===== src/design/modexp_pkg.sv =====
// Shared types and constants for the modular exponentiation core.
package modexp_pkg;

	localparam int OPERAND_WIDTH = 32;

	typedef logic [OPERAND_WIDTH-1:0] operand_t;

	typedef struct packed {
		operand_t base;
		operand_t exponent;
		operand_t modulus;
	} req_t;

	typedef struct packed {
		operand_t result;
		logic     error;
	} rsp_t;

endpackage


===== src/design/modular_exponentiation.sv =====
// Modular exponentiation (base ** exponent mod modulus) on one shared add-mod unit.
//
// Two valid/ready channels. The request word carries base, exponent and modulus;
// the response word carries result and error. One request is in flight at a time:
// req_ready is high only while the core is idle, so the next request is taken in
// the cycle after the response is taken.
// A zero modulus answers error = 1, result = 0 in the cycle after acceptance; a zero
// exponent answers result = 1 likewise. Otherwise the base is first reduced by
// restoring shift-subtract over all W base bits (W = operand width), then
// left-to-right square-and-multiply runs over all W exponent bits. Each modular
// product is built by doubling over the multiplier bits, top bit first, with an
// extra add for each set bit, all on the single (x + y + c) mod m adder/comparator,
// which sets the rate. The response is held in an output register until rsp_ready;
// nothing else moves while it waits. Reset (arst_n low) returns the core to idle
// with no response pending; no state is kept between requests.
module modular_exponentiation (
	input  logic               clk,
	input  logic               arst_n,
	input  logic               req_valid,
	output logic               req_ready,
	input  modexp_pkg::req_t   req,
	output logic               rsp_valid,
	input  logic               rsp_ready,
	output modexp_pkg::rsp_t   rsp
);

	localparam int W     = modexp_pkg::OPERAND_WIDTH;
	localparam int IDX_W = $clog2(W);
	localparam logic [IDX_W-1:0] IDX_TOP = IDX_W'(W - 1);

	typedef enum logic [2:0] {
		ST_IDLE,
		ST_RED,
		ST_SQ,
		ST_MUL,
		ST_DONE
	} state_t;

	state_t             state_q;
	logic [W-1:0]       base_q;
	logic [W-1:0]       exp_q;
	logic [W-1:0]       mod_q;
	logic [W-1:0]       red_q;
	logic [W-1:0]       acc_q;
	logic [W-1:0]       prod_q;
	logic [IDX_W-1:0]   rcnt_q;
	logic [IDX_W-1:0]   ebit_q;
	logic [IDX_W-1:0]   mbit_q;
	logic               add_ph_q;
	modexp_pkg::rsp_t   rsp_q;

	// shared unit: (x + y + c) mod m, valid while x + y + c < 2m
	logic [W-1:0] u_x;
	logic [W-1:0] u_y;
	logic         u_c;
	logic [W:0]   u_sum;
	logic [W+1:0] u_diff;
	logic [W-1:0] u_out;

	logic [W-1:0] mul_a;

	assign mul_a = (state_q == ST_SQ) ? acc_q : base_q;

	always_comb begin
		u_x = prod_q;
		u_y = prod_q;
		u_c = 1'b0;
		if (state_q == ST_RED) begin
			u_x = red_q;
			u_y = red_q;
			u_c = base_q[rcnt_q];
		end else if (add_ph_q) begin
			u_y = mul_a;
		end
	end

	assign u_sum  = {1'b0, u_x} + {1'b0, u_y} + {{W{1'b0}}, u_c};
	assign u_diff = {1'b0, u_sum} - {2'b00, mod_q};
	assign u_out  = u_diff[W+1] ? u_sum[W-1:0] : u_diff[W-1:0];

	assign req_ready = (state_q == ST_IDLE);
	assign rsp_valid = (state_q == ST_DONE);
	assign rsp       = rsp_q;

	always_ff @(posedge clk or negedge arst_n) begin
		if (!arst_n) begin
			state_q  <= ST_IDLE;
			add_ph_q <= 1'b0;
		end else begin
			unique case (state_q)
				ST_IDLE: begin
					if (req_valid) begin
						base_q   <= req.base;
						exp_q    <= req.exponent;
						mod_q    <= req.modulus;
						red_q    <= '0;
						rcnt_q   <= IDX_TOP;
						add_ph_q <= 1'b0;
						if (req.modulus == '0) begin
							rsp_q   <= '{result: '0, error: 1'b1};
							state_q <= ST_DONE;
						end else if (req.exponent == '0) begin
							rsp_q   <= '{result: W'(1), error: 1'b0};
							state_q <= ST_DONE;
						end else begin
							state_q <= ST_RED;
						end
					end
				end
				ST_RED: begin
					red_q  <= u_out;
					rcnt_q <= rcnt_q - IDX_W'(1);
					if (rcnt_q == '0) begin
						base_q   <= u_out;
						acc_q    <= (mod_q == W'(1)) ? '0 : W'(1);
						prod_q   <= '0;
						ebit_q   <= IDX_TOP;
						mbit_q   <= IDX_TOP;
						add_ph_q <= 1'b0;
						state_q  <= ST_SQ;
					end
				end
				ST_SQ, ST_MUL: begin
					prod_q <= u_out;
					if (!add_ph_q && acc_q[mbit_q]) begin
						add_ph_q <= 1'b1;
					end else begin
						add_ph_q <= 1'b0;
						mbit_q   <= mbit_q - IDX_W'(1);
						if (mbit_q == '0) begin
							// product complete
							acc_q  <= u_out;
							prod_q <= '0;
							mbit_q <= IDX_TOP;
							if (state_q == ST_SQ && exp_q[ebit_q]) begin
								state_q <= ST_MUL;
							end else if (ebit_q == '0) begin
								rsp_q   <= '{result: u_out, error: 1'b0};
								state_q <= ST_DONE;
							end else begin
								ebit_q  <= ebit_q - IDX_W'(1);
								state_q <= ST_SQ;
							end
						end
					end
				end
				ST_DONE: begin
					if (rsp_ready) begin
						state_q <= ST_IDLE;
					end
				end
				default: begin
					state_q <= ST_IDLE;
				end
			endcase
		end
	end

	a_ready_excl: assert property (@(posedge clk) disable iff (!arst_n)
		!(req_ready && rsp_valid))
		else $error("request taken while a response is pending");

	a_err_zero: assert property (@(posedge clk) disable iff (!arst_n)
		(rsp_valid && rsp.error) |-> (rsp.result == '0))
		else $error("error response with nonzero result");

	a_red_range: assert property (@(posedge clk) disable iff (!arst_n)
		(state_q == ST_RED) |-> (red_q < mod_q))
		else $error("partial remainder not below modulus");

	a_mul_range: assert property (@(posedge clk) disable iff (!arst_n)
		(state_q == ST_SQ || state_q == ST_MUL) |->
			(acc_q < mod_q && prod_q < mod_q && base_q < mod_q))
		else $error("operand out of residue range");

	a_mul_entry: assert property (@(posedge clk) disable iff (!arst_n)
		(state_q == ST_MUL && $past(state_q) == ST_SQ) |-> (prod_q == '0 && !add_ph_q))
		else $error("multiply entered with stale partial product");

endmodule

===== config.mk =====
export PLATFORM = sky130hd
export DESIGN_NAME = modular_exponentiation
export DESIGN_NICKNAME = d
export VERILOG_FILES = /design/src/design/modexp_pkg.sv /design/src/design/modular_exponentiation.sv
export SDC_FILE = /design/constraint.sdc
export NUM_CORES = 1
export LEC_CHECK = 0
export BUFFER_PORTS_ARGS = -buffer_cell sky130_fd_sc_hd__buf_2
export CELL_PAD_IN_SITES_DETAIL_PLACEMENT = 0
export CELL_PAD_IN_SITES_GLOBAL_PLACEMENT = 1
export CORE_ASPECT_RATIO = 0.9
export CORE_MARGIN = 1
export CORE_UTILIZATION = 25
export CTS_BUF_LIST = sky130_fd_sc_hd__clkbuf_2
export DETAILED_ROUTE_END_ITERATION = 8
export PLACE_DENSITY = 0.5
export SLEW_MARGIN = 25
export SYNTH_ARGS = -nofsm -noshare
export SYNTH_HDL_FRONTEND = slang
export SYNTH_SLANG_ARGS = --single-unit

===== constraint.sdc =====
create_clock -name clk -period 8.2 [get_ports clk]
set_clock_uncertainty 0.1 [all_clocks]
set_input_delay 1.64 -clock clk [delete_from_list [all_inputs] [get_ports clk]]
set_output_delay 1.64 -clock clk [all_outputs]
set_load 0.01 [all_outputs]

Word-level counts from Yosys, hierarchy flattened
Index checks and enable logic that the tools add are counted.

word-level totals
  memory bits (writable) = 0
  input bits = 100
  logic and storage cells = 119
  bits in latches = 0
  register bits after elaboration = 244
  output and inout bits = 35
  memories kept = 0
  memory bits (read-only) = 0

cells by class
  add/subtract/negate cells = 6
  $lt $le $gt $ge = 3
  multipliers = 0
  divide/modulo/power cells = 0
  reduce and logical (&&, ||, !) cells = 24
  eq/ne operators = 14
  bitwise logic cells = 0
  mux-type cells = 59
  shift operators = 0

operators by type and width
  cell                   number
  $mux W32               14
  $pmux W32 S2           4
  $mux W33               7
  $pmux W33 S2           1
  $logic_not A32 Y1      2
  $mux W5                8
  $sub A33 B32 Y34       1
  $add A32 B32 Y33       1
  $add A33 B1 Y33        1
  $eq A32 B1 Y1 const B  1
  $pmux W5 S2            3
  $mux W3                9
  $lt A5 B6 Y1 const B   3
  $bmux W1 S5            3
  $logic_not A5 Y1       3
  $sub A5 B1 Y5 const B  3
  $ne A2 B2 Y1 const B   6
  $pmux W3 S4            1
  $reduce_and A3 Y1      4
  $reduce_and A5 Y1      2
  $mux W1                8
  $reduce_and A4 Y1      2
  $reduce_and A8 Y1      1
  $reduce_and A7 Y1      1
  12 further kinds       17

Longest topological paths before layout
  depth after elaboration = 13
  mapped depth = 32
  gate-level depth less buffers = 26

Worst setup path after synthesis
OpenSTA, ideal clock, no wires.

  path type = register -> register
  start point = reg rcnt_q[0]
  end point = reg base_q[26], data pin
  required time = 7.829 ns
  setup slack = 1.677 ns
  library setup time = 0.271 ns
  clock period less this slack = 6.523 ns
  path buffers = 3
  arrival time = 6.152 ns
  stages on the path, launching flop included = 27
  path through = edfxtp_1 buf_1 mux4_2 mux4_2 mux2i_1 nor2_1 fa_1 fa_1 a21o_1 nand4_1 a2111o_1 and3_1 o21a_1 o21ai_0 xor2_1 ha_1 a21o_1 a21o_1 a21oi_2 o21ai_1 a211o_1 a21o_1 a41o_1 buf_6 buf_6 mux2i_1 a21oi_1

on the way
  longest elaborated chain between the ends = 8

RTL lines
  what                             line                           text
  start: declaration               modular_exponentiation.sv:46   logic [IDX_W-1:0] rcnt_q;
  start signal: assignment         modular_exponentiation.sv:112  rcnt_q <= rcnt_q - IDX_W'(1);
  $bmux W1 S5 *                    modular_exponentiation.sv:71   u_c = base_q[rcnt_q];
  $mux W1 (not written as such) *  modular_exponentiation.sv:71
  $mux W1 *                        modular_exponentiation.sv:68   if (state_q == ST_RED) begin
  $add A33 B1 Y33 *                modular_exponentiation.sv:77   assign u_sum = {1'b0, u_x} + {1'b0, u_y} + {{W{1'b0}}, u_c};
  $sub A33 B32 Y34                 modular_exponentiation.sv:78   assign u_diff = {1'b0, u_sum} - {2'b00, mod_q};
  $mux W32 *                       modular_exponentiation.sv:79   assign u_out = u_diff[W+1] ? u_sum[W-1:0] : u_diff[W-1:0];
  $mux W32 *                       modular_exponentiation.sv:113  if (rcnt_q == '0) begin
  $pmux W32 S2 *                   modular_exponentiation.sv:90   unique case (state_q)
  end signal: assignment           modular_exponentiation.sv:93   base_q <= req.base;
  end signal: assignment           modular_exponentiation.sv:114  base_q <= u_out;
  end: declaration                 modular_exponentiation.sv:40   logic [W-1:0] base_q;

Mark *: on every way between the ends. The rest lies on a longest branch, timed or not. The select of a mux whose other input is x is not followed.
A chain may end at the register's enable or synchronous reset.

Final worst setup path
  start point = reg rcnt_q[0]
  end point = reg rsp_q, in the netlist rsp[30], data pin

on the way
  longest elaborated chain between the ends = 11

RTL lines
  what                             line                           text
  $bmux W1 S5 *                    modular_exponentiation.sv:71
  $mux W1 (not written as such) *  modular_exponentiation.sv:71
  $mux W1 *                        modular_exponentiation.sv:68
  $add A33 B1 Y33 *                modular_exponentiation.sv:77
  $sub A33 B32 Y34                 modular_exponentiation.sv:78
  $mux W32 *                       modular_exponentiation.sv:79
  $mux W33 *                       modular_exponentiation.sv:137  end else if (ebit_q == '0) begin
  $mux W33 *                       modular_exponentiation.sv:135  if (state_q == ST_SQ && exp_q[ebit_q]) begin
  $mux W33 *                       modular_exponentiation.sv:130  if (mbit_q == '0) begin
  $mux W33 *                       modular_exponentiation.sv:125  if (!add_ph_q && acc_q[mbit_q]) begin
  $pmux W33 S2 *                   modular_exponentiation.sv:90
  end signal: assignment           modular_exponentiation.sv:100  rsp_q <= '{result: '0, error: 1'b1};
  end signal: assignment           modular_exponentiation.sv:103  rsp_q <= '{result: W'(1), error: 1'b0};
  end signal: assignment           modular_exponentiation.sv:138  rsp_q <= '{result: u_out, error: 1'b0};
  end: declaration                 modular_exponentiation.sv:50   modexp_pkg::rsp_t rsp_q;

Marks and branches as above.

==> flow_summary_export.csv <==
group,metric,value,unit
layout,finalNonFillerCells,2419,
global_route,antenna_found_initial,2,
timing,timing.fmax,131.7,MHz
global_route,grt.met1_usage,26.00,%
floorplan,rows,84,
layout,final-seq-area,7307,µm²
layout,fillers,6143,
yosys,synth_edf_count,240,
clock_tree,cts-htree-levels,3,
global_route,grt_max_degree,65,
global_route,grt_pass1_vias,11355,
critical_path,endpoint_kind,"register",
yosys,ys_seq_area_share,49.60,%
clock_tree,cts_buffer_depth,3,
floorplan,die_h,232.3,µm
yosys,netlist_top_cells_area,"edfxtp_1 (49%), ha_1 (5.6%), nand2_1 (5.1%), nor2_1 (5.1%), mux2i_1 (4.5%)",
global_route,grt-ovfl-total,0,
layout,finalNetCount,1776,
yosys,yosysTopAreaCellShare,48.92,%
placed_design,gp_congestion,0.8595,
floorplan,die_w,257.9,µm
timing,finalSetupViolations,0,
yosys,syn_nets,1607,
critical_path,worstPathMaxFanout,25,
yosys,synthFlopType,"edfxtp_1",
yosys,yosysWarnings,0,
critical_path,cp-start-kind,"register",
timing,timing.final.max_slew_violations,0,
critical_path,path_class,"register to register",
timing,tightest_slew,0.9829,ns
critical_path,cp.arrival,8.14,ns
placed_design,hpwlAfterDp,37.44,mm
yosys,syn_area_per_cell,10.25,µm²
timing,post-route-min-period,7.595,ns
floorplan,core_area,58330,µm²
global_route,grt_pass1_wl,74.33,mm
worst_hold_path,hold_path_class,"input pin to async pin",
timing,tns,0,ns
yosys,netlist_area,14730,µm²
routing,antenna_left,0,
floorplan,start_util,25.26,%
layout,final_common_cell,"edfxtp_1",
clock_tree,clkTransAtPathRegs,0.12,ns
yosys,synth_seq_cells,244,
clock_tree,cts_tree,"built",
yosys,async_flop_share,1.639,%
routing,vias,11590,
critical_path,required,8.75,ns
layout,mostFrequentLayoutCells,"edfxtp_1 (240), nand2_1 (201), nor2_1 (198)",
layout,syn_to_final_growth,15.46,%
routing,drt_first_pass_iters,5,
timing,final-hold-violation-count,0,
global_route,gr-usage-met2,23.08,%
global_route,met3_usage,3.045,%
layout,multi_input_area,6972,µm²
global_route,gr-max-usage-layer,"met1",
global_route,grt_util_all_layers,16.74,%
clock_tree,hold_buffers,0,
layout,layout-drive-gt1-share,19.40,%
placed_design,portBuffers,134,
routing,drt_iter0_markers,807,
routing,via_per_inst,4.791,
job,maxCapViolations,0,
yosys,postSynthCellCount,1438,
routing,wire_per_inst,20.61,µm
clock_tree,root_buffer,"clkbuf_2",
status,status,"complete, no violations",
critical_path,r2r_cells,26,
clock_tree,cts.sinks,244,
floorplan,ios,135,
routing,drc_errors,0,
timing,fin_crit_sh,92.62,%
clock_tree,cts_buffers,72,
timing,max_slew_margin,34.37,%
floorplan,die_area,59910,µm²
clock_tree,insertion_delay,1.00,ns
yosys,ys_types,73,
timing,rsz0062_at_grt,"no",
yosys,synth_area_leader_cell,"edfxtp_1",
routing,drt-total-wl,49.85,mm
placed_design,dpl.cell_count,2304,
## final timing paths
check,start,endpoint,slack [ns]
max in group asynchronous,arst_n,state_q[0],7.41
min reg2reg,rcnt_q[4],rcnt_q[4],0.54
min,arst_n,state_q[2],0.36
max reg2reg,rcnt_q[0],rsp[30],0.60
max,rcnt_q[0],rsp[30],0.60
min in group clk,rcnt_q[4],rcnt_q[4],0.54
## per-layer routing
layer  wire length (µm)  share of wire (%)  up-vias
met2              20160                 40      323
met1              26030                 52     5572
li1                   -                  -     5632
met3               2663                5.3       63
met4                996                2.0        0
met5                  0                  0        -
## per-stage QoR
step                      cell area, µm²  utilization [%]  setup WS, ns  hold slack [ns]
after floorplan                    14730                -         1.677           0.4606
after global placement             16390            28.10        0.5182           0.5061
after detailed placement           16390            28.10        0.3045           0.5105
after CTS                          16980            29.11        0.2676           0.2182
after global routing               17010            29.16        0.1596           0.2735
final                              17010            29.16        0.6048           0.3635
## final cells by class
type / count / share of cell area, %
clock buffer: 90 / 2.648
clock inverter: 21 / 0.8164
tap: 774 / 5.693
antenna: 1 / 0.01471
multi-input combinational: 1066 / 40.98
timing repair buffer: 162 / 5.546
inverter: 61 / 1.346
sequential: 244 / 42.95
## cells by family (layout without fill, tap and decap cells)
| family | after synthesis | count (layout) | share of synthesized area (%) |
|---|---|---|---|
| AND/OR/NAND/NOR | 531 | 531 | 15.70 |
| buffers and inverters | 128 | 334 | 3.550 |
| flip-flops | 244 | 244 | 49.60 |
| other | 0 | 1 | 0 |
| multiplexers | 98 | 98 | 8.713 |
| XOR/XNOR | 54 | 54 | 3.210 |
| AO/OA/AOI/OAI | 314 | 314 | 13.21 |
| adder cells (fa/ha/maj) | 69 | 69 | 6.013 |
## registers in the layout, summed over array words and instances, names as in the netlist, 5 cells and up
register and cells:
rsp 33, mbit_q 5, acc_q 32, rcnt_q 5, ebit_q 5, exp_q 32, prod_q 32, base_q 32
red_q 32, mod_q 32
## Yosys cell counts, drive strengths merged, types with 23 or more instances
cell / n
a21o: 29
ha: 66
nand2: 203
inv: 61
xnor2: 38
clkbuf: 57
mux2i: 66
nor2: 201
nor4: 24
mux4: 23
edfxtp: 240
o21ai: 90
a21oi: 107
## worst max-delay path, cell delays in order (launching register included)
cell	delay, ns
edfxtp_1	0.38
buf_4	0.18
mux4_2	0.52
mux4_2	0.46
mux2i_1	0.31
nor2_1	0.10
fa_1	0.43
fa_1	0.43
a21o_1	0.18
nand4_1	0.14
a2111o_1	0.24
and3_1	0.28
nor2_1	0.07
o21ai_0	0.21
xor2_1	0.28
inv_1	0.11
ha_1	0.41
a21oi_1	0.22
o21a_1	0.17
o21ai_0	0.12
a211o_1	0.33
a21oi_1	0.12
o21ai_1	0.14
a41o_2	0.36
buf_12	0.21
mux2i_1	0.62
nor2_1	0.15
## repair_timing
action	CTS	global route
endpoints found under the setup margin	0	49
setup buffers	0	3
gates resized for setup	0	1
Power is left out: the tool's default activity adds up to more than one toggle a clock period on the data nets, which glitch-free logic cannot reach.
